## config.mk

```make
export PLATFORM = sky130hd
export DESIGN_NAME = utf8_to_utf32_decoder_core_flat
export DESIGN_NICKNAME = d
export VERILOG_FILES = /design/src/rtl/core/u8dec_pkg.sv /design/src/rtl/core/u8dec_if.sv /design/src/rtl/core/u8dec_ctrl.sv /design/src/rtl/core/u8dec_dpath.sv /design/src/rtl/core/utf8_to_utf32_decoder_core.sv /design/src/flat_wrapper.sv
export SDC_FILE = /design/constraint.sdc
export NUM_CORES = 1
export LEC_CHECK = 0
export BUFFER_PORTS_ARGS = -buffer_cell sky130_fd_sc_hd__buf_2
export CELL_PAD_IN_SITES_DETAIL_PLACEMENT = 1
export CELL_PAD_IN_SITES_GLOBAL_PLACEMENT = 1
export CORE_MARGIN = 2
export CORE_UTILIZATION = 53
export DETAILED_ROUTE_END_ITERATION = 16
export HOLD_SLACK_MARGIN = 0.06
export PLACE_DENSITY = 0.87
export SETUP_SLACK_MARGIN = 0.2
export SYNTH_ARGS = -nofsm -noshare
export SYNTH_HDL_FRONTEND = slang
export SYNTH_SLANG_ARGS = --single-unit
```

## constraint.sdc

```tcl
create_clock -name i_clk -period 8.6 [get_ports i_clk]
set_input_delay 1.72 -clock i_clk [delete_from_list [all_inputs] [get_ports i_clk]]
set_output_delay 1.72 -clock i_clk [all_outputs]
set_load 0.1 [all_outputs]
```

## src/rtl/core/u8dec_pkg.sv

```systemverilog
// package for the utf-8 to utf-32 decoder core
// widths, decode constants and the control/status structs; no dependencies
`timescale 1ns / 1ps

package u8dec_pkg;

    localparam int BYTE_W = 8;
    localparam int CP_W   = 21;
    localparam int CNT_W  = 2;
    localparam int LEN_W  = 3;
    localparam int NUM_W  = 3;

    // escape code point base, the error byte is or-ed into the low byte
    localparam logic [CP_W-1:0]   ESC_BASE   = 21'h00DC00;

    localparam logic [BYTE_W-1:0] LEAD_E0    = 8'hE0;
    localparam logic [BYTE_W-1:0] LEAD_ED    = 8'hED;
    localparam logic [BYTE_W-1:0] LEAD_F0    = 8'hF0;
    localparam logic [BYTE_W-1:0] LEAD_F4    = 8'hF4;
    localparam logic [BYTE_W-1:0] MIN_AFT_E0 = 8'hA0;
    localparam logic [BYTE_W-1:0] MAX_AFT_ED = 8'h9F;
    localparam logic [BYTE_W-1:0] MIN_AFT_F0 = 8'h90;
    localparam logic [BYTE_W-1:0] MAX_AFT_F4 = 8'h8F;
    localparam logic [BYTE_W-1:0] TRAIL_MASK = 8'hC0;
    localparam logic [BYTE_W-1:0] TRAIL_TAG  = 8'h80;

    // sequence lengths by lead byte class
    localparam logic [LEN_W-1:0] LEN_BAD = 3'd0;
    localparam logic [LEN_W-1:0] LEN_1   = 3'd1;
    localparam logic [LEN_W-1:0] LEN_2   = 3'd2;
    localparam logic [LEN_W-1:0] LEN_3   = 3'd3;
    localparam logic [LEN_W-1:0] LEN_4   = 3'd4;

    // one decoded result before the run/string flags are added
    typedef struct packed {
        logic [CP_W-1:0] cp;
        logic            esc;
    } t_res;

    // controller to datapath
    typedef struct packed {
        logic take;   // item accepted, load first result and the list
        logic next;   // move the next listed result to the output
    } t_cmd;

    // datapath to controller
    typedef struct packed {
        logic out_free;  // output register can be loaded this cycle
        logic multi;     // item on the input decodes to more than one result
        logic last;      // listed result at the index is the final one
    } t_status;

endpackage

```

## src/rtl/core/u8dec_if.sv

```systemverilog
// valid/ready channel interfaces for the decoder core
// depends on u8dec_pkg for the field widths
`timescale 1ns / 1ps

interface u8dec_in_if;
    logic                          valid;
    logic                          ready;
    logic [u8dec_pkg::BYTE_W-1:0]  byte_in;
    logic                          end_of_string;

    modport source (output valid, output byte_in, output end_of_string, input ready);
    modport sink   (input valid, input byte_in, input end_of_string, output ready);
endinterface

interface u8dec_out_if;
    logic                          valid;
    logic                          ready;
    logic [u8dec_pkg::CP_W-1:0]    code_point;
    logic                          is_escape;
    logic                          run_last;
    logic                          string_last;

    modport source (output valid, output code_point, output is_escape,
                    output run_last, output string_last, input ready);
    modport sink   (input valid, input code_point, input is_escape,
                    input run_last, input string_last, output ready);
endinterface

```

## src/rtl/core/u8dec_ctrl.sv

```systemverilog
// controller state machine of the decoder core
// depends on u8dec_pkg for the command and status structs
`timescale 1ns / 1ps

module u8dec_ctrl (
    input  logic               i_clk,
    input  logic               i_rst_n,
    input  logic               i_in_valid,
    input  u8dec_pkg::t_status i_status,
    output logic               o_in_ready,
    output u8dec_pkg::t_cmd    o_cmd
);
    import u8dec_pkg::*;

    typedef enum logic [1:0] {
        ST_IDLE = 2'b01,
        ST_EMIT = 2'b10
    } t_state;

    t_state r_state;
    t_state n_state;

    always_comb begin
        n_state    = r_state;
        o_in_ready = 1'b0;
        o_cmd      = '0;
        unique case (r_state)
            ST_IDLE: begin
                o_in_ready = i_status.out_free;
                if (i_in_valid && i_status.out_free) begin
                    o_cmd.take = 1'b1;
                    if (i_status.multi) begin
                        n_state = ST_EMIT;
                    end
                end
            end
            ST_EMIT: begin
                if (i_status.out_free) begin
                    o_cmd.next = 1'b1;
                    if (i_status.last) begin
                        n_state = ST_IDLE;
                    end
                end
            end
            default: begin
                n_state = ST_IDLE;
            end
        endcase
    end

    always_ff @(posedge i_clk) begin
        if (!i_rst_n) begin
            r_state <= ST_IDLE;
        end else begin
            r_state <= n_state;
        end
    end

endmodule

```

## src/rtl/core/u8dec_dpath.sv

```systemverilog
// datapath of the decoder core: held bytes, decode, result list, output register
// depends on u8dec_pkg for constants and structs
`timescale 1ns / 1ps

module u8dec_dpath (
    input  logic                          i_clk,
    input  logic                          i_rst_n,
    input  logic [u8dec_pkg::BYTE_W-1:0]  i_byte_in,
    input  logic                          i_end_of_string,
    input  u8dec_pkg::t_cmd               i_cmd,
    input  logic                          i_out_ready,
    output u8dec_pkg::t_status            o_status,
    output logic                          o_out_valid,
    output logic [u8dec_pkg::CP_W-1:0]    o_code_point,
    output logic                          o_is_escape,
    output logic                          o_run_last,
    output logic                          o_string_last
);
    import u8dec_pkg::*;

    function automatic logic [LEN_W-1:0] seq_len(input logic [BYTE_W-1:0] b);
        logic [LEN_W-1:0] len;
        if (b < 8'h80)                      len = LEN_1;
        else if (b >= 8'hC2 && b <= 8'hDF)  len = LEN_2;
        else if (b >= 8'hE0 && b <= 8'hEF)  len = LEN_3;
        else if (b >= 8'hF0 && b <= LEAD_F4) len = LEN_4;
        else                                len = LEN_BAD;
        return len;
    endfunction

    function automatic t_res esc_res(input logic [BYTE_W-1:0] b);
        t_res r;
        r.cp  = ESC_BASE | {{(CP_W-BYTE_W){1'b0}}, b};
        r.esc = 1'b1;
        return r;
    endfunction

    // held prefix of a pending sequence
    logic [BYTE_W-1:0] r_held [0:2];
    logic [CNT_W-1:0]  r_cnt;

    // results of the current item that still wait for the output register
    t_res              r_list [1:3];
    logic [NUM_W-1:0]  r_n;
    logic [CNT_W-1:0]  r_idx;
    logic              r_eos;

    logic              r_ov;
    logic [CP_W-1:0]   r_cp;
    logic              r_esc;
    logic              r_rl;
    logic              r_sl;

    // decode of the input byte against the held prefix
    logic [LEN_W-1:0]  lead_len;
    logic [LEN_W-1:0]  b_len;
    logic [LEN_W-1:0]  pos;
    logic              is_trail;
    logic              bad_second;
    logic              ok;
    logic              complete;
    logic              extend;
    logic              fresh;
    logic [CNT_W-1:0]  k;
    t_res              tail;
    logic              tail_v;
    logic [CP_W-1:0]   asm_cp;
    t_res              dec_list [0:3];
    logic [NUM_W-1:0]  dec_n;
    logic              out_free;

    assign lead_len   = seq_len(r_held[0]);
    assign b_len      = seq_len(i_byte_in);
    assign pos        = {1'b0, r_cnt};
    assign is_trail   = (i_byte_in & TRAIL_MASK) == TRAIL_TAG;
    assign bad_second = (r_held[0] == LEAD_E0 && i_byte_in < MIN_AFT_E0) ||
                        (r_held[0] == LEAD_ED && i_byte_in > MAX_AFT_ED) ||
                        (r_held[0] == LEAD_F0 && i_byte_in < MIN_AFT_F0) ||
                        (r_held[0] == LEAD_F4 && i_byte_in > MAX_AFT_F4);
    assign ok         = (r_cnt != '0) && (lead_len >= LEN_2) && (pos < lead_len) &&
                        is_trail && !((pos == 3'd1) && bad_second);
    assign complete   = ok && ((pos + 3'd1) == lead_len);
    assign extend     = ok && !complete;
    assign fresh      = !ok;

    // code point assembly by sequence length
    always_comb begin
        unique case (lead_len)
            LEN_2:   asm_cp = {10'd0, r_held[0][4:0], i_byte_in[5:0]};
            LEN_3:   asm_cp = {5'd0, r_held[0][3:0], r_held[1][5:0], i_byte_in[5:0]};
            default: asm_cp = {r_held[0][2:0], r_held[1][5:0], r_held[2][5:0],
                               i_byte_in[5:0]};
        endcase
    end

    // escapes of held bytes come first, then at most one tail result
    always_comb begin
        tail   = esc_res(i_byte_in);
        tail_v = 1'b0;
        k      = '0;
        if (complete) begin
            tail.cp  = asm_cp;
            tail.esc = 1'b0;
            tail_v   = 1'b1;
        end else if (extend) begin
            tail_v = i_end_of_string;
            k      = i_end_of_string ? r_cnt : '0;
        end else begin
            k = r_cnt;
            if (b_len == LEN_1) begin
                tail.cp  = {{(CP_W-BYTE_W){1'b0}}, i_byte_in};
                tail.esc = 1'b0;
                tail_v   = 1'b1;
            end else if (b_len == LEN_BAD) begin
                tail_v = 1'b1;
            end else begin
                tail_v = i_end_of_string;
            end
        end
        dec_list[0] = (k > 2'd0) ? esc_res(r_held[0]) : tail;
        dec_list[1] = (k > 2'd1) ? esc_res(r_held[1]) : tail;
        dec_list[2] = (k > 2'd2) ? esc_res(r_held[2]) : tail;
        dec_list[3] = tail;
        dec_n       = {1'b0, k} + {2'b00, tail_v};
    end

    assign out_free          = !r_ov || i_out_ready;
    assign o_status.out_free = out_free;
    assign o_status.multi    = dec_n > 3'd1;
    assign o_status.last     = {1'b0, r_idx} == (r_n - 3'd1);

    // held state
    always_ff @(posedge i_clk) begin
        if (!i_rst_n) begin
            r_cnt <= '0;
        end else if (i_cmd.take) begin
            if (extend && !i_end_of_string) begin
                r_cnt <= r_cnt + 2'd1;
            end else if (fresh && b_len >= LEN_2 && !i_end_of_string) begin
                r_cnt <= 2'd1;
            end else begin
                r_cnt <= '0;
            end
        end
    end

    always_ff @(posedge i_clk) begin
        if (i_cmd.take) begin
            if (extend) begin
                r_held[r_cnt] <= i_byte_in;
            end else if (fresh) begin
                r_held[0] <= i_byte_in;
            end
        end
    end

    // result list
    always_ff @(posedge i_clk) begin
        if (i_cmd.take) begin
            r_list[1] <= dec_list[1];
            r_list[2] <= dec_list[2];
            r_list[3] <= dec_list[3];
            r_n       <= dec_n;
            r_eos     <= i_end_of_string;
            r_idx     <= 2'd1;
        end else if (i_cmd.next) begin
            r_idx <= r_idx + 2'd1;
        end
    end

    // output register
    always_ff @(posedge i_clk) begin
        if (!i_rst_n) begin
            r_ov <= 1'b0;
        end else if ((i_cmd.take && dec_n != '0) || i_cmd.next) begin
            r_ov <= 1'b1;
        end else if (i_out_ready) begin
            r_ov <= 1'b0;
        end
    end

    always_ff @(posedge i_clk) begin
        if (i_cmd.take) begin
            r_cp  <= dec_list[0].cp;
            r_esc <= dec_list[0].esc;
            r_rl  <= dec_n == 3'd1;
            r_sl  <= i_end_of_string && (dec_n == 3'd1);
        end else if (i_cmd.next) begin
            r_cp  <= r_list[r_idx].cp;
            r_esc <= r_list[r_idx].esc;
            r_rl  <= o_status.last;
            r_sl  <= r_eos && o_status.last;
        end
    end

    assign o_out_valid   = r_ov;
    assign o_code_point  = r_cp;
    assign o_is_escape   = r_esc;
    assign o_run_last    = r_rl;
    assign o_string_last = r_sl;

endmodule

```

## src/rtl/core/utf8_to_utf32_decoder_core.sv

```systemverilog
// top level of the utf-8 to utf-32 decoder core
// depends on u8dec_pkg, u8dec_if, u8dec_ctrl and u8dec_dpath
`timescale 1ns / 1ps

// usage
// - i_in carries one utf-8 byte per item plus an end-of-string mark
// - o_out carries decoded code points; undecodable bytes come out as
//   0xdc80-0xdcff with is_escape set, run_last marks the final result of an
//   input byte and string_last the final result of the string
// - a byte that only extends a pending multi-byte prefix gives no result
// - latency: the first result of an item is valid the cycle after acceptance
// - throughput: valid text flows at one byte per cycle while the receiver does
//   not stall; an item with m results (up to four on an error or a flush at end
//   of string) holds the input not ready while the single output register
//   drains the result list one entry per cycle, unless the receiver stalls
// - the next item is accepted in the same cycle that the last result of the
//   previous one leaves the output register
// - receiver stall: the output register holds its result and the input
//   stays not ready until the register can be loaded again
// - reset (i_rst_n low, synchronous) drops any held prefix and any pending
//   result; no clearing pass is needed

module utf8_to_utf32_decoder_core (
    input  logic               i_clk,
    input  logic               i_rst_n,
    u8dec_in_if.sink           i_in,
    u8dec_out_if.source        o_out
);
    import u8dec_pkg::*;

    t_cmd    cmd;
    t_status status;
    logic    in_ready;

    // controller: accepts items and sequences the result list
    u8dec_ctrl u_ctrl (
        .i_clk      (i_clk),
        .i_rst_n    (i_rst_n),
        .i_in_valid (i_in.valid),
        .i_status   (status),
        .o_in_ready (in_ready),
        .o_cmd      (cmd)
    );

    // datapath: held prefix, decode, pending results and output register
    u8dec_dpath u_dpath (
        .i_clk           (i_clk),
        .i_rst_n         (i_rst_n),
        .i_byte_in       (i_in.byte_in),
        .i_end_of_string (i_in.end_of_string),
        .i_cmd           (cmd),
        .i_out_ready     (o_out.ready),
        .o_status        (status),
        .o_out_valid     (o_out.valid),
        .o_code_point    (o_out.code_point),
        .o_is_escape     (o_out.is_escape),
        .o_run_last      (o_out.run_last),
        .o_string_last   (o_out.string_last)
    );

    assign i_in.ready = in_ready;

endmodule

```

## src/flat_wrapper.sv

```systemverilog
// flat-port wrapper written by rule: the top's interface ports become plain ports
module utf8_to_utf32_decoder_core_flat import u8dec_pkg::*;
  (i_clk, i_rst_n, i_in_valid, i_in_byte_in, i_in_end_of_string, i_in_ready, o_out_valid, o_out_code_point, o_out_is_escape, o_out_run_last, o_out_string_last, o_out_ready);
  u8dec_in_if i_in_i ();
  u8dec_out_if o_out_i ();
  input  logic i_clk;
  input  logic i_rst_n;
  input wire logic [$bits(i_in_i.valid)-1:0] i_in_valid;
  input wire logic [$bits(i_in_i.byte_in)-1:0] i_in_byte_in;
  input wire logic [$bits(i_in_i.end_of_string)-1:0] i_in_end_of_string;
  output wire logic [$bits(i_in_i.ready)-1:0] i_in_ready;
  output wire logic [$bits(o_out_i.valid)-1:0] o_out_valid;
  output wire logic [$bits(o_out_i.code_point)-1:0] o_out_code_point;
  output wire logic [$bits(o_out_i.is_escape)-1:0] o_out_is_escape;
  output wire logic [$bits(o_out_i.run_last)-1:0] o_out_run_last;
  output wire logic [$bits(o_out_i.string_last)-1:0] o_out_string_last;
  input wire logic [$bits(o_out_i.ready)-1:0] o_out_ready;
  assign i_in_i.valid = i_in_valid;
  assign i_in_i.byte_in = i_in_byte_in;
  assign i_in_i.end_of_string = i_in_end_of_string;
  assign i_in_ready = i_in_i.ready;
  assign o_out_valid = o_out_i.valid;
  assign o_out_code_point = o_out_i.code_point;
  assign o_out_is_escape = o_out_i.is_escape;
  assign o_out_run_last = o_out_i.run_last;
  assign o_out_string_last = o_out_i.string_last;
  assign o_out_i.ready = o_out_ready;
  utf8_to_utf32_decoder_core u_core (.i_clk(i_clk), .i_rst_n(i_rst_n), .i_in(i_in_i), .o_out(o_out_i));
endmodule
```

== Yosys cells after proc, flatten, opt, wreduce, memory -nomap -nowiden ==
Memories as Yosys holds them, arrays and structs flattened. A register that Yosys moved wholly into a read port is not among the register bits.
Index checks and enable logic that the tools add are counted.

* Memories kept: 2
* Register bits after elaboration: 35
* Word-level logic and storage cells: 159
* RAM bits: 90
* Output and inout port bits: 26
* Input port bits: 13

* $add $sub $neg: 5
* Magnitude comparators: 25
* Mux-type cells: 58
* Reduce and logical (&&, ||, !) cells: 41
* Equal/unequal tests: 18

{| class="wikitable"
|+ Memory list
! memory !! words !! width !! read ports !! clocked after memory_dff !! wr ports !! line !! RTL
|-
| u_core.u_dpath.r_list || 3 || 22 || 1 || 1 || 3 || u8dec_dpath.sv:43 || <nowiki>t_res r_list [1:3];</nowiki>
|-
| u_core.u_dpath.r_held || 3 || 8 || 3 || 0 || 1 || u8dec_dpath.sv:39 || <nowiki>logic [BYTE_W-1:0] r_held [0:2];</nowiki>
|}

{| class="wikitable"
|+ Operators by type and width
! operator !! number
|-
| $mux W22 || 4
|-
| $ge A8 B8 Y1 const B || 6
|-
| $le A8 B8 Y1 const B || 6
|-
| $mux W21 || 2
|-
| $pmux W21 S2 || 1
|-
| $mux W17 || 2
|-
| $eq A8 B8 Y1 const B || 4
|-
| $lt A8 B8 Y1 const B || 4
|-
| $mux W1 || 28
|-
| $logic_and A1 B1 Y1 || 24
|-
| $mux W3 || 8
|-
| $mux W2 || 11
|-
| $gt A8 B8 Y1 const B || 2
|-
| $mux W8 || 1
|-
| $reduce_or A8 Y1 || 1
|-
| $eq A3 B1 Y1 const B || 2
|-
| $eq A3 B2 Y1 const B || 2
|-
| $ge A3 B2 Y1 const B || 2
|-
| $ne A2 B2 Y1 const B || 3
|-
| $reduce_bool A2 Y1 || 3
|-
| $logic_not A1 Y1 || 5
|-
| $logic_or A1 B1 Y1 || 5
|-
| $add A2 B1 Y2 const B || 2
|-
| $eq A2 B1 Y1 const B || 2
|-
| 15 further kinds || 17
|}

== Longest topological paths before layout ==
Gate-level depths: netlist (run 1).
An unclocked memory read counts as a cell.

* Word-level depth: 22
* Gate-level depth with buffers: 18
* Gate-level depth less buffers: 17

== Modules after synthesis ==
From an unflattened synthesis (run 1), not the netlist that was laid out.

* Cells, all modules: 488
* Area, all modules: 6,102.1 µm²

{| class="wikitable"
|+ By module, submodules not included
! module !! seq. area each (µm²) !! area each (µm²) !! times used !! cells each
|-
| u8dec_dpath || 3,683.5 || 5,997.0 || 1 || 478
|-
| u8dec_ctrl || 40.0 || 105.1 || 1 || 10
|}

== Least setup slack after synthesis (run 1) ==
Ideal clock, no wire load.

* Path kind: input to output
* Start point: input port o_out_ready
* End point: output port i_in_ready
* Arrival time: 3.985 ns
* Required time: 6.880 ns
* Stages: 2
* Path slack: 2.895 ns
* Path through: nor2b_1 nor3b_1

* Longest elaborated chain between the ends: 2

{| class="wikitable"
|+ RTL lines
! item !! line !! RTL
|-
| from (decl) || flat_wrapper.sv:17 || <nowiki>input wire logic [$bits(o_out_i.ready)-1:0] o_out_ready;</nowiki>
|-
| $logic_or A1 B1 Y1 || u8dec_dpath.sv:127 || <nowiki>assign out_free = !r_ov || i_out_ready;</nowiki>
|-
| $mux W1 || u8dec_ctrl.sv:27 || <nowiki>unique case (r_state)</nowiki>
|-
| to (decl) || flat_wrapper.sv:11 || <nowiki>output wire logic [$bits(i_in_i.ready)-1:0] i_in_ready;</nowiki>
|}

Every way passes these cells.

==> reports/results.tsv, run 1 <==
metric	value	unit
cts_made_buffers	17	
synth_area	6040	um2
ys_seq_area_share	61.6	%
core	11000	um2
yosys-top-cells-area	edfxtp_1, mux2i_1, o21ai_0	
max_cap_viol_count	0	
p_leak	0.00265	uW
grt_max_degree	69	
firstDrtPassIters	5	
synth_top_cells_by_count	edfxtp_1, nand2_1, nor2_1, o21ai_0, a21oi_1	
netlist_instances	493	
die-area	12300	um2
path_clk_slew	60	ps
hold_path_class	reg2reg	
fill_cells	1096	
crit_chain	nor4_4 -> nand2b_1 -> nand3_1 -> ha_1 -> a21oi_1 -> a31o_1 -> o2111ai_2 -> nor2b_1 -> nand3_1 -> o21ai_0	
grt_pass1_vias	4433	
crit_required	8830	ps
critical_path.top_delay_family	simple AND/OR/NAND/NOR gates	
multi_input_area	2120	um2
wirelength	15300	um
skew	10.9	ps
synth_enable_flop_cells	118	
die_w	111	um
place_congestion	0.885	
cts_buffer_depth	2	
drc_errors	0	
routedWlPerCell	22.4	um
clkLatencyLatePin	420	ps
dp_cells	650	
grt-ovfl-total	0	
period_share	51.7	%
synth_top_area_share	58.6	%
cts_resized	0	
layout.cells.non_filler	682	
drt_iter0_drc	266	
cp_num_buf_inv	0	
ys_types	63	
drive_gt1_share	19.4	%
drt.antenna.violating_nets	0	
peakVddDrop	0.000150	V
grt_use_total	25.8	%
yosysMostFrequentCell	edfxtp_1	
diodes	0	
max_freq	225	MHz
row_count	38	
synth-warning-count	0	
slew-limit-headroom	24.2	%
synthFlopType	edfxtp_1	
h-tree-depth	4	
dr.max_layer_used	met4	
port_buffers	38	
antenna_found_initial	0	
slew_viol_final	0	
cp_common_cell	nand3_1	
end_kind	flip-flop	
cts_tree	yes	
cts.sinks	127	
critPathMaxFanout	20	
hold_viol_final	0	
syn_nets	515	
via_per_inst	6.08	
synth_top_cell_by_area	edfxtp_1	
critPathSlowestCell	nor2b_1	
start_kind	flip-flop	
grt_pass1_wl	24200	um
final-setup-viol-count	0	
setup_tns	0	ps
initial_core_util	55.0	%
path_class	reg2reg	
wl_met2	7780	um
cts_root_buffer	clkbuf_16	
io_pins	39	
min_period	4450	ps
max_stage_delay	1040	ps
avgSynthCellArea	12.3	um2
rsz0062_at_grt	false	
seqCellArea	3720	um2
synthArstFlopShare	0	%
syn2layout_area_growth	14.2	%
drt-met1-wl	6170	um
hold_buffers	0	
routed-wl-met3	759	um
vias	4144	
dpl.hpwl	9800	um
cts_setup_buffers	0	
outcome	completed	
worst_slew_pin_slew	1130	ps
fin_nets	551	
power_density	253	nW/um2
ys_ff_latch	127	
die_h	111	um
worstPathArrival	4680	ps
metal layers:
metal	global-route usage [%]	up-vias
li1	-	1893
met1	30.7	2066
met2	44.6	139
met3	5.30	46
met4	12.8	0
met5	0	-
metrics by stage:
stage               total power, uW  utilization, %  setup slack [ps]  hold WS [ps]  cell area (um2)
global route                   1800            62.9              3860           575             6900
finish                         1750            62.9              4150           563             6900
CTS                            1760            62.9              4240           564             6900
detailed placement             1070            57.6              4040           533             6330
global placement               1050            57.6              4400           529             6330
floorplan                      1000               -              2900           494             6040
cells in the final DEF, fill, tap and decap left out, drive strengths merged, types with 3 or more instances in the layout:
cell type / count
clkinv: 7
a211oi: 3
clkinvlp: 7
a22oi: 7
and2: 19
buf: 43
a22o: 4
a21oi: 31
nor2b: 7
nor4: 3
mux2i: 29
nand2: 47
nor3: 8
edfxtp: 118
ha: 9
dfxtp: 9
clkbuf: 17
o21ai: 42
nor2: 38
a31oi: 5
xnor2: 3
mux2: 16
inv: 18
nand2b: 6
nand3: 12
state kept, by name, summed over array words and instances (netlist names), named ones only:
register / flops
u_core.u_ctrl.r_state: 2
u_core.u_dpath.o_code_point: 21
u_core.u_dpath.o_is_escape: 1
u_core.u_dpath.o_out_valid: 1
u_core.u_dpath.o_run_last: 1
u_core.u_dpath.o_string_last: 1
u_core.u_dpath.r_cnt: 2
u_core.u_dpath.r_eos: 1
u_core.u_dpath.r_held: 24
u_core.u_dpath.r_idx: 2
u_core.u_dpath.r_list: 66
u_core.u_dpath.r_n: 3
where the power goes:
part	total, uW	leakage, uW	internal (uW)	switching (uW)
logic	290	0.00119	61.6	228
clock network	691	0.000258	422	269
registers	769	0.00121	741	27.9
logic make-up after synthesis:
group / after synthesis / synth area share (%)
xor gates and xnor gates: 5 / 0.725
muxes: 45 / 8.03
adders and majority gates: 9 / 1.86
DFF: 127 / 61.6
AOI/OAI and AO/OA: 107 / 11.1
and+or+nand+nor: 155 / 13.4
buffers and inverters: 45 / 3.33
final cells by class:
class	count	area share, %
clock buffers	17	6.16
clock inverters	15	2.14
inverters	19	1.16
multi-input cells	321	30.8
flip-flops and latches	127	54.0
well taps	140	2.54
repair buffers	43	3.30
path summary, 6_finish.rpt:
path / end / slack [ps] / start / depth (start not counted)
max: u_core.u_dpath.o_code_point[16] / 4150 / u_core.u_dpath.r_held[0][2] / 10
min: u_core.u_dpath.r_idx[1] / 560 / u_core.u_dpath.r_idx[1] / 2
max reg2reg: u_core.u_dpath.o_code_point[16] / 4150 / u_core.u_dpath.r_held[0][2] / 10
min reg2reg: u_core.u_dpath.r_idx[1] / 560 / u_core.u_dpath.r_idx[1] / 2
worst reg2reg max path, delay by kind of cell, from the launching register on:
kind / cells / cell delay, ps
simple gates: 5 / 2340
compound gates: 4 / 940
flops: 1 / 640
fa+ha+maj: 1 / 350
No activity file was read; power rests on OpenSTA's default activity.
==> run 2, diff against run 1 <==
--- a/config.mk
+++ b/config.mk
@@ -5,14 +5,15 @@
 export SDC_FILE = /design/constraint.sdc
 export NUM_CORES = 1
 export LEC_CHECK = 0
+export ABC_AREA = 1
 export BUFFER_PORTS_ARGS = -buffer_cell sky130_fd_sc_hd__buf_2
 export CELL_PAD_IN_SITES_DETAIL_PLACEMENT = 1
 export CELL_PAD_IN_SITES_GLOBAL_PLACEMENT = 1
 export CORE_MARGIN = 2
-export CORE_UTILIZATION = 53
+export CORE_UTILIZATION = 43
 export DETAILED_ROUTE_END_ITERATION = 16
 export HOLD_SLACK_MARGIN = 0.06
-export PLACE_DENSITY = 0.87
+export PLACE_DENSITY = 0.79
 export SETUP_SLACK_MARGIN = 0.2
 export SYNTH_ARGS = -nofsm -noshare
 export SYNTH_HDL_FRONTEND = slang
==> constraint.sdc (replaced) <==
create_clock -name i_clk -period 3.9 [get_ports i_clk]
set_input_delay 0.78 -clock i_clk [delete_from_list [all_inputs] [get_ports i_clk]]
set_output_delay 0.78 -clock i_clk [all_outputs]
set_load 0.1 [all_outputs]
==> run 2 against run 1 <==
  * Global-route usage down 2.9 points
  * Sequential share of layout area down 0.45 points
  * Setup slack worse by 3700 ps
  * Combinational power up 60%
  * Die area up 21%
  * Routed wire length up 5.5%
  * Sequential power up 110%
  * Clock power up 110%
  * Cell area up 0.82%
  * Critical path depth up 11
  * Via count up 11%
  * Critical path type unchanged
  * Largest cell class unchanged
==> reports/results.tsv, run 2 <==
metric	value	unit
via_per_inst	5.48	
cts_buffer_depth	2	
grt_max_degree	71	
clkLatencyLatePin	420	ps
core	13700	um2
multi_input_area	1940	um2
place_congestion	0.869	
end_kind	flip-flop	
power_density	503	nW/um2
synth_top_cell_by_area	edfxtp_1	
ys_ff_latch	127	
seqCellArea	3720	um2
met1_usage	28.1	%
final-setup-viol-count	0	
period_share	88.0	%
diodes	0	
grt_pass1_vias	4668	
hold_path_class	reg2reg	
synthFlopType	edfxtp_1	
synth_area	5970	um2
slew_viol_final	0	
largest_register	u_core.u_dpath.r_list	
drt_iter0_drc	376	
critPathSlowestCell	edfxtp_1	
synth_top_area_share	59.3	%
max_cap_viol_count	0	
initial_core_util	43.5	%
grt_pass1_wl	25200	um
port_buffers	38	
avgSynthCellArea	10.0	um2
io_pins	39	
synth-warning-count	0	
use_met3	5.34	%
syn_nets	619	
worst_slew_pin_slew	1080	ps
cts_tree	yes	
crit_chain	inv_2 -> nand4_1 -> nand2_4 -> clkinvlp_4 -> ha_1 -> a21oi_1 -> nand2_1 -> nand2_1 -> nand2_2 -> a21oi_4 -> nand2_4 -> inv_4 -> a21oi_1 -> ha_1 -> inv_1 -> ha_1 -> or2_2 -> nor2_2 -> a21oi_1 -> a21oi_1 -> nor2_1	
ys_seq_area_share	62.3	%
min_period	3430	ps
start_kind	flip-flop	
grt-busiest-layer	met2	
fill_cells	1545	
antenna_found_initial	0	
largest_reg_flops	66	
cp_common_cell	a21oi_1	
cts.sinks	127	
critPathMaxFanout	7	
hold_viol_final	0	
setup_ws	466	ps
path_class	reg2reg	
synth_xor_area_share	0.733	%
outcome	completed	
max_stage_delay	410	ps
setup_tns	0	ps
die_w	122	um
die_h	122	um
dpl.hpwl	10700	um
fin_nets	666	
dp_slack	256	ps
rsz0062_at_grt	false	
cts_made_buffers	17	
skew	5.53	ps
syn2layout_area_growth	16.5	%
drc_errors	0	
drt.antenna.violating_nets	0	
grt_use_total	22.9	%
synth_simple_gate_area_share	20.4	%
p_leak	0.00293	uW
vias	4584	
path_clk_slew	60	ps
mostFrequentLayoutCells	nand2_1, edfxtp_1, inv_1	
final_common_cell	nand2_1	
netlist_instances	597	
die-area	14900	um2
crit_required	4200	ps
synth_enable_flop_cells	118	
grt-ovfl-total	0	
peakVddDrop	0.000256	V
rrSetupSlack	470	ps
max_freq	291	MHz
slew-limit-headroom	27.6	%
yosysMostFrequentCell	nand2_1	
grtUsageMet2	40.2	%
routedWlPerCell	19.3	um
drive_gt1_share	17.2	%
firstDrtPassIters	5	
synth_compound_area_share	8.84	%
synthMuxAreaShare	0	%
wirelength	16100	um
yosys-top-cells-area	edfxtp_1, nand2_1, o21ai_0	
synth_top_cells_by_count	nand2_1, edfxtp_1, inv_1	
cts_root_buffer	clkbuf_16	
synth_top_family_by_area	simple AND/OR/NAND/NOR gates	
synthArstFlopShare	0	%
h-tree-depth	4	
row_count	43	
synthAdderAreaFrac	1.88	%
worstPathArrival	3730	ps
ys_types	39	
-- run 2: cell types whose count changed in the layout (fill, tap and decap cells not counted), sizes merged, moves of 19 or more --
| cell | before | now |
|---|---|---|
| nand2 | 47 | 170 |
| and2 | 19 | 0 |
| nand3 | 12 | 43 |
| a21oi | 31 | 11 |
| mux2i | 29 | 0 |
| inv | 18 | 59 |
-- run 2: cell type report --
type	count	area share, %
Clock inverter	10	1.04
Multi-Input combinational cell	383	27.8
Clock buffer	21	6.33
Timing Repair Buffer	54	4.64
Sequential cell	127	53.5
Tap cell	180	3.24
Inverter	61	3.43
-- run 2: worst max-delay path: cells and delay by family, from the launching register on --
kind	cells	cell delay [ps]
compound gates	5	540
fa+ha+maj	3	740
buf+inv	4	460
flops	1	410
simple gates	9	1160
-- run 2: path summary, 6_finish.rpt --
path                            cells after the start                       end                   startpoint
worst max-delay path                               21  u_core.u_ctrl.r_state[1]  u_core.u_dpath.r_held[0][4]
worst min-delay path                                2   u_core.u_dpath.r_idx[1]      u_core.u_dpath.r_idx[1]
worst min register to register                      2   u_core.u_dpath.r_idx[1]      u_core.u_dpath.r_idx[1]
worst max register to register                     21  u_core.u_ctrl.r_state[1]  u_core.u_dpath.r_held[0][4]
-- run 2: cells by family (layout without fill, tap and decap cells) --
group,count (synthesis),count (layout)
flip-flops,127,127
AND/OR/NAND/NOR,276,276
XOR/XNOR,5,5
AO/OA/AOI/OAI,93,93
buffers and inverters,87,146
adder cells (fa/ha/maj),9,9
-- run 2: what timing repair did --
| item | in CTS | in global routing |
|---|---|---|
| setup endpoints to repair | 0 | 6 |
| buffers inserted | 0 | 6 |
| resized for setup | 0 | 8 |
| hold buffers | 0 | 0 |
-- run 2: power breakdown --
group / switching (uW) / total [uW] / internal, uW
sequential: 27.7 / 1620 / 1590
combinational: 377 / 463 / 85.8
clock: 561 / 1420 / 857
-- run 2: through the flow --
| step | std cells | hold slack (ps) | total power (uW) | cell area [um2] | util, % |
|---|---|---|---|---|---|
| global route | 836 | 571 | 3620 | 6960 | 50.7 |
| global placement | 799 | 516 | 2080 | 6380 | 46.5 |
| detailed placement | 799 | 529 | 2100 | 6380 | 46.5 |
| floorplan | 597 | 495 | 1990 | 5990 | - |
| finish | 836 | 533 | 3500 | 6960 | 50.7 |
| CTS | 830 | 535 | 3510 | 6890 | 50.2 |
-- run 2: per-layer routing --
layer,vias up,part of all wire [%]
met5,-,0
met3,24,4.5
li1,2130,-
met2,122,52
met4,0,1.8
met1,2308,42
==> run 3, diff against run 2 <==
--- a/config.mk
+++ b/config.mk
@@ -5,12 +5,11 @@
 export SDC_FILE = /design/constraint.sdc
 export NUM_CORES = 1
 export LEC_CHECK = 0
-export ABC_AREA = 1
 export BUFFER_PORTS_ARGS = -buffer_cell sky130_fd_sc_hd__buf_2
 export CELL_PAD_IN_SITES_DETAIL_PLACEMENT = 1
 export CELL_PAD_IN_SITES_GLOBAL_PLACEMENT = 1
-export CORE_MARGIN = 2
-export CORE_UTILIZATION = 43
+export CORE_MARGIN = 8
+export CORE_UTILIZATION = 45
 export DETAILED_ROUTE_END_ITERATION = 16
 export HOLD_SLACK_MARGIN = 0.06
 export PLACE_DENSITY = 0.79
==> run 3 against run 2 <==
  * Sequential share of layout area decreased by 1.1 points
  * Die area increased by 17%
  * Routed wire length fell by 8.7%
  * Global-route usage is 5.7 points lower
  * Largest power group unchanged
  * Largest cell class unchanged
==> reports/results.tsv, run 3 (synthesis results as in run 1) <==
metric	value	unit
outcome	completed	
dpl.hpwl	9630	um
diodes	0	
holdCritStartpoint	u_core.u_dpath.r_idx[1]	
p_seq_share	42.3	%
end_kind	flip-flop	
initial_core_util	45.8	%
port_buffers	38	
utilization	53.9	%
reg2reg_from	u_core.u_dpath.r_held[0][2]	
fin_nets	565	
die_w	132	um
sw_frac_of_total	28.5	%
fill_cells	1357	
path_clk_slew	60	ps
cp-startpoint	u_core.u_dpath.r_held[0][2]	
antenna_found_initial	0	
final_area	7110	um2
largest_reg_flops	66	
hold_viol_final	0	
slew-limit-headroom	37.7	%
start_kind	flip-flop	
h-tree-depth	4	
drt-met1-wl	6200	um
cts_root_buffer	clkbuf_16	
rsz0062_at_grt	false	
final-setup-viol-count	0	
grt_max_degree	75	
peakVddDrop	0.000322	V
routedWlPerCell	20.1	um
firstDrtPassIters	7	
crit_required	4220	ps
skew	19.2	ps
grt_pass1_vias	4399	
drc_errors	0	
die_h	132	um
worstPathArrival	3870	ps
grt-ovfl-total	0	
place_congestion	0.869	
worst_slew_pin_slew	934	ps
row_count	42	
p_leak	0.00277	uW
syn2layout_area_growth	17.7	%
cts_buffer_depth	2	
final_common_cell	edfxtp_1	
power_density	558	nW/um2
clock_power_share	41.0	%
critPathMaxFanout	4	
slew_viol_final	0	
multi_input_area	2140	um2
io_pins	39	
pwr-share-comb	16.7	%
core	13200	um2
total_power	3970	uW
routed-wl-met3	700	um
mostFrequentLayoutCells	edfxtp_1, nand2_1, nor2_1, o21ai_0, buf_2	
hold_path_class	reg2reg	
path_class	reg2reg	
hold_buffers	0	
max_freq	282	MHz
via_per_inst	5.62	
grt_use_total	17.2	%
switchingPower	1130	uW
cts_made_buffers	17	
wl_met2	7400	um
cts.sinks	127	
drt.antenna.violating_nets	0	
cts_tree	yes	
min_period	3550	ps
grt_pass1_wl	23300	um
internal-power	2840	uW
seqCellArea	3730	um2
drt_iter0_drc	262	
clkLatencyLatePin	430	ps
die-area	17400	um2
period_share	91.0	%
dr.max_layer_used	met4	
max_cap_viol_count	0	
wirelength	14700	um
placed_area	6450	um2
setup_tns	0	ps
largest_register	u_core.u_dpath.r_list	
rrSetupSlack	350	ps
vias	4108	
drive_gt1_share	21.8	%
==> run 3: what timing repair did <==
item,CTS,global route
buffers inserted,1,6
cloned,0,0
gates resized for setup,1,3
endpoints found under the setup margin,5,5
pin swaps,0,1
==> run 3: final timing paths <==
| path | to | cells after the start |
|---|---|---|
| setup / recovery | u_core.u_ctrl.r_state[1] | 16 |
| hold / removal | flip-flop | 2 |
| setup reg to reg | u_core.u_ctrl.r_state[1] | 16 |
| hold reg to reg | flip-flop | 2 |
==> run 3: worst max-delay path, cell delays in order (launching register included) <==
cell	delay [ps]
edfxtp_1	450
nor4_4	390
nand2b_1	150
nand3_1	130
ha_1	230
a21oi_1	140
a31o_1	230
nand3_1	210
nor3_4	320
nor2_1	90
ha_1	210
inv_1	60
ha_1	240
nor2_1	180
a211oi_1	100
o21ai_0	240
inv_1	60
==> run 3: metrics by stage <==
step | cells | hold slack, ps | setup WS [ps]
2_1_floorplan | 493 | 494 | 578
3_5_place_dp | 693 | 533 | 172
4_1_cts | 725 | 542 | 237
6_report | 731 | 555 | 351
3_3_place_gp | 693 | 531 | 431
5_1_grt | 731 | 578 | 162
==> run 3: per-layer routing <==
metal	vias to the layer above	global-route usage, %
met1	2064	20.1
met4	0	6.96
li1	1920	-
met5	-	0
met3	25	5.07
met2	99	29.0
==> run 3: power groups by stage <==
| stage | Sequential [uW] | Clock, uW | Combinational [uW] |
|---|---|---|---|
| 4_1_cts | 1680 | 1650 | 658 |
| 3_3_place_gp | 1700 | 0 | 630 |
| 2_1_floorplan | 1940 | 0 | 266 |
| 3_5_place_dp | 1710 | 0 | 646 |
| 6_report | 1680 | 1630 | 663 |
| 5_1_grt | 1690 | 1690 | 707 |
==> run 3: layout make-up <==
cell class	count	share of cell area (%)
Clock inverter	13	2.41
Clock buffer	18	6.03
Multi-Input combinational cell	321	30.1
Sequential cell	127	52.4
Timing Repair Buffer	57	4.85
Inverter	19	1.13
Tap cell	176	3.10
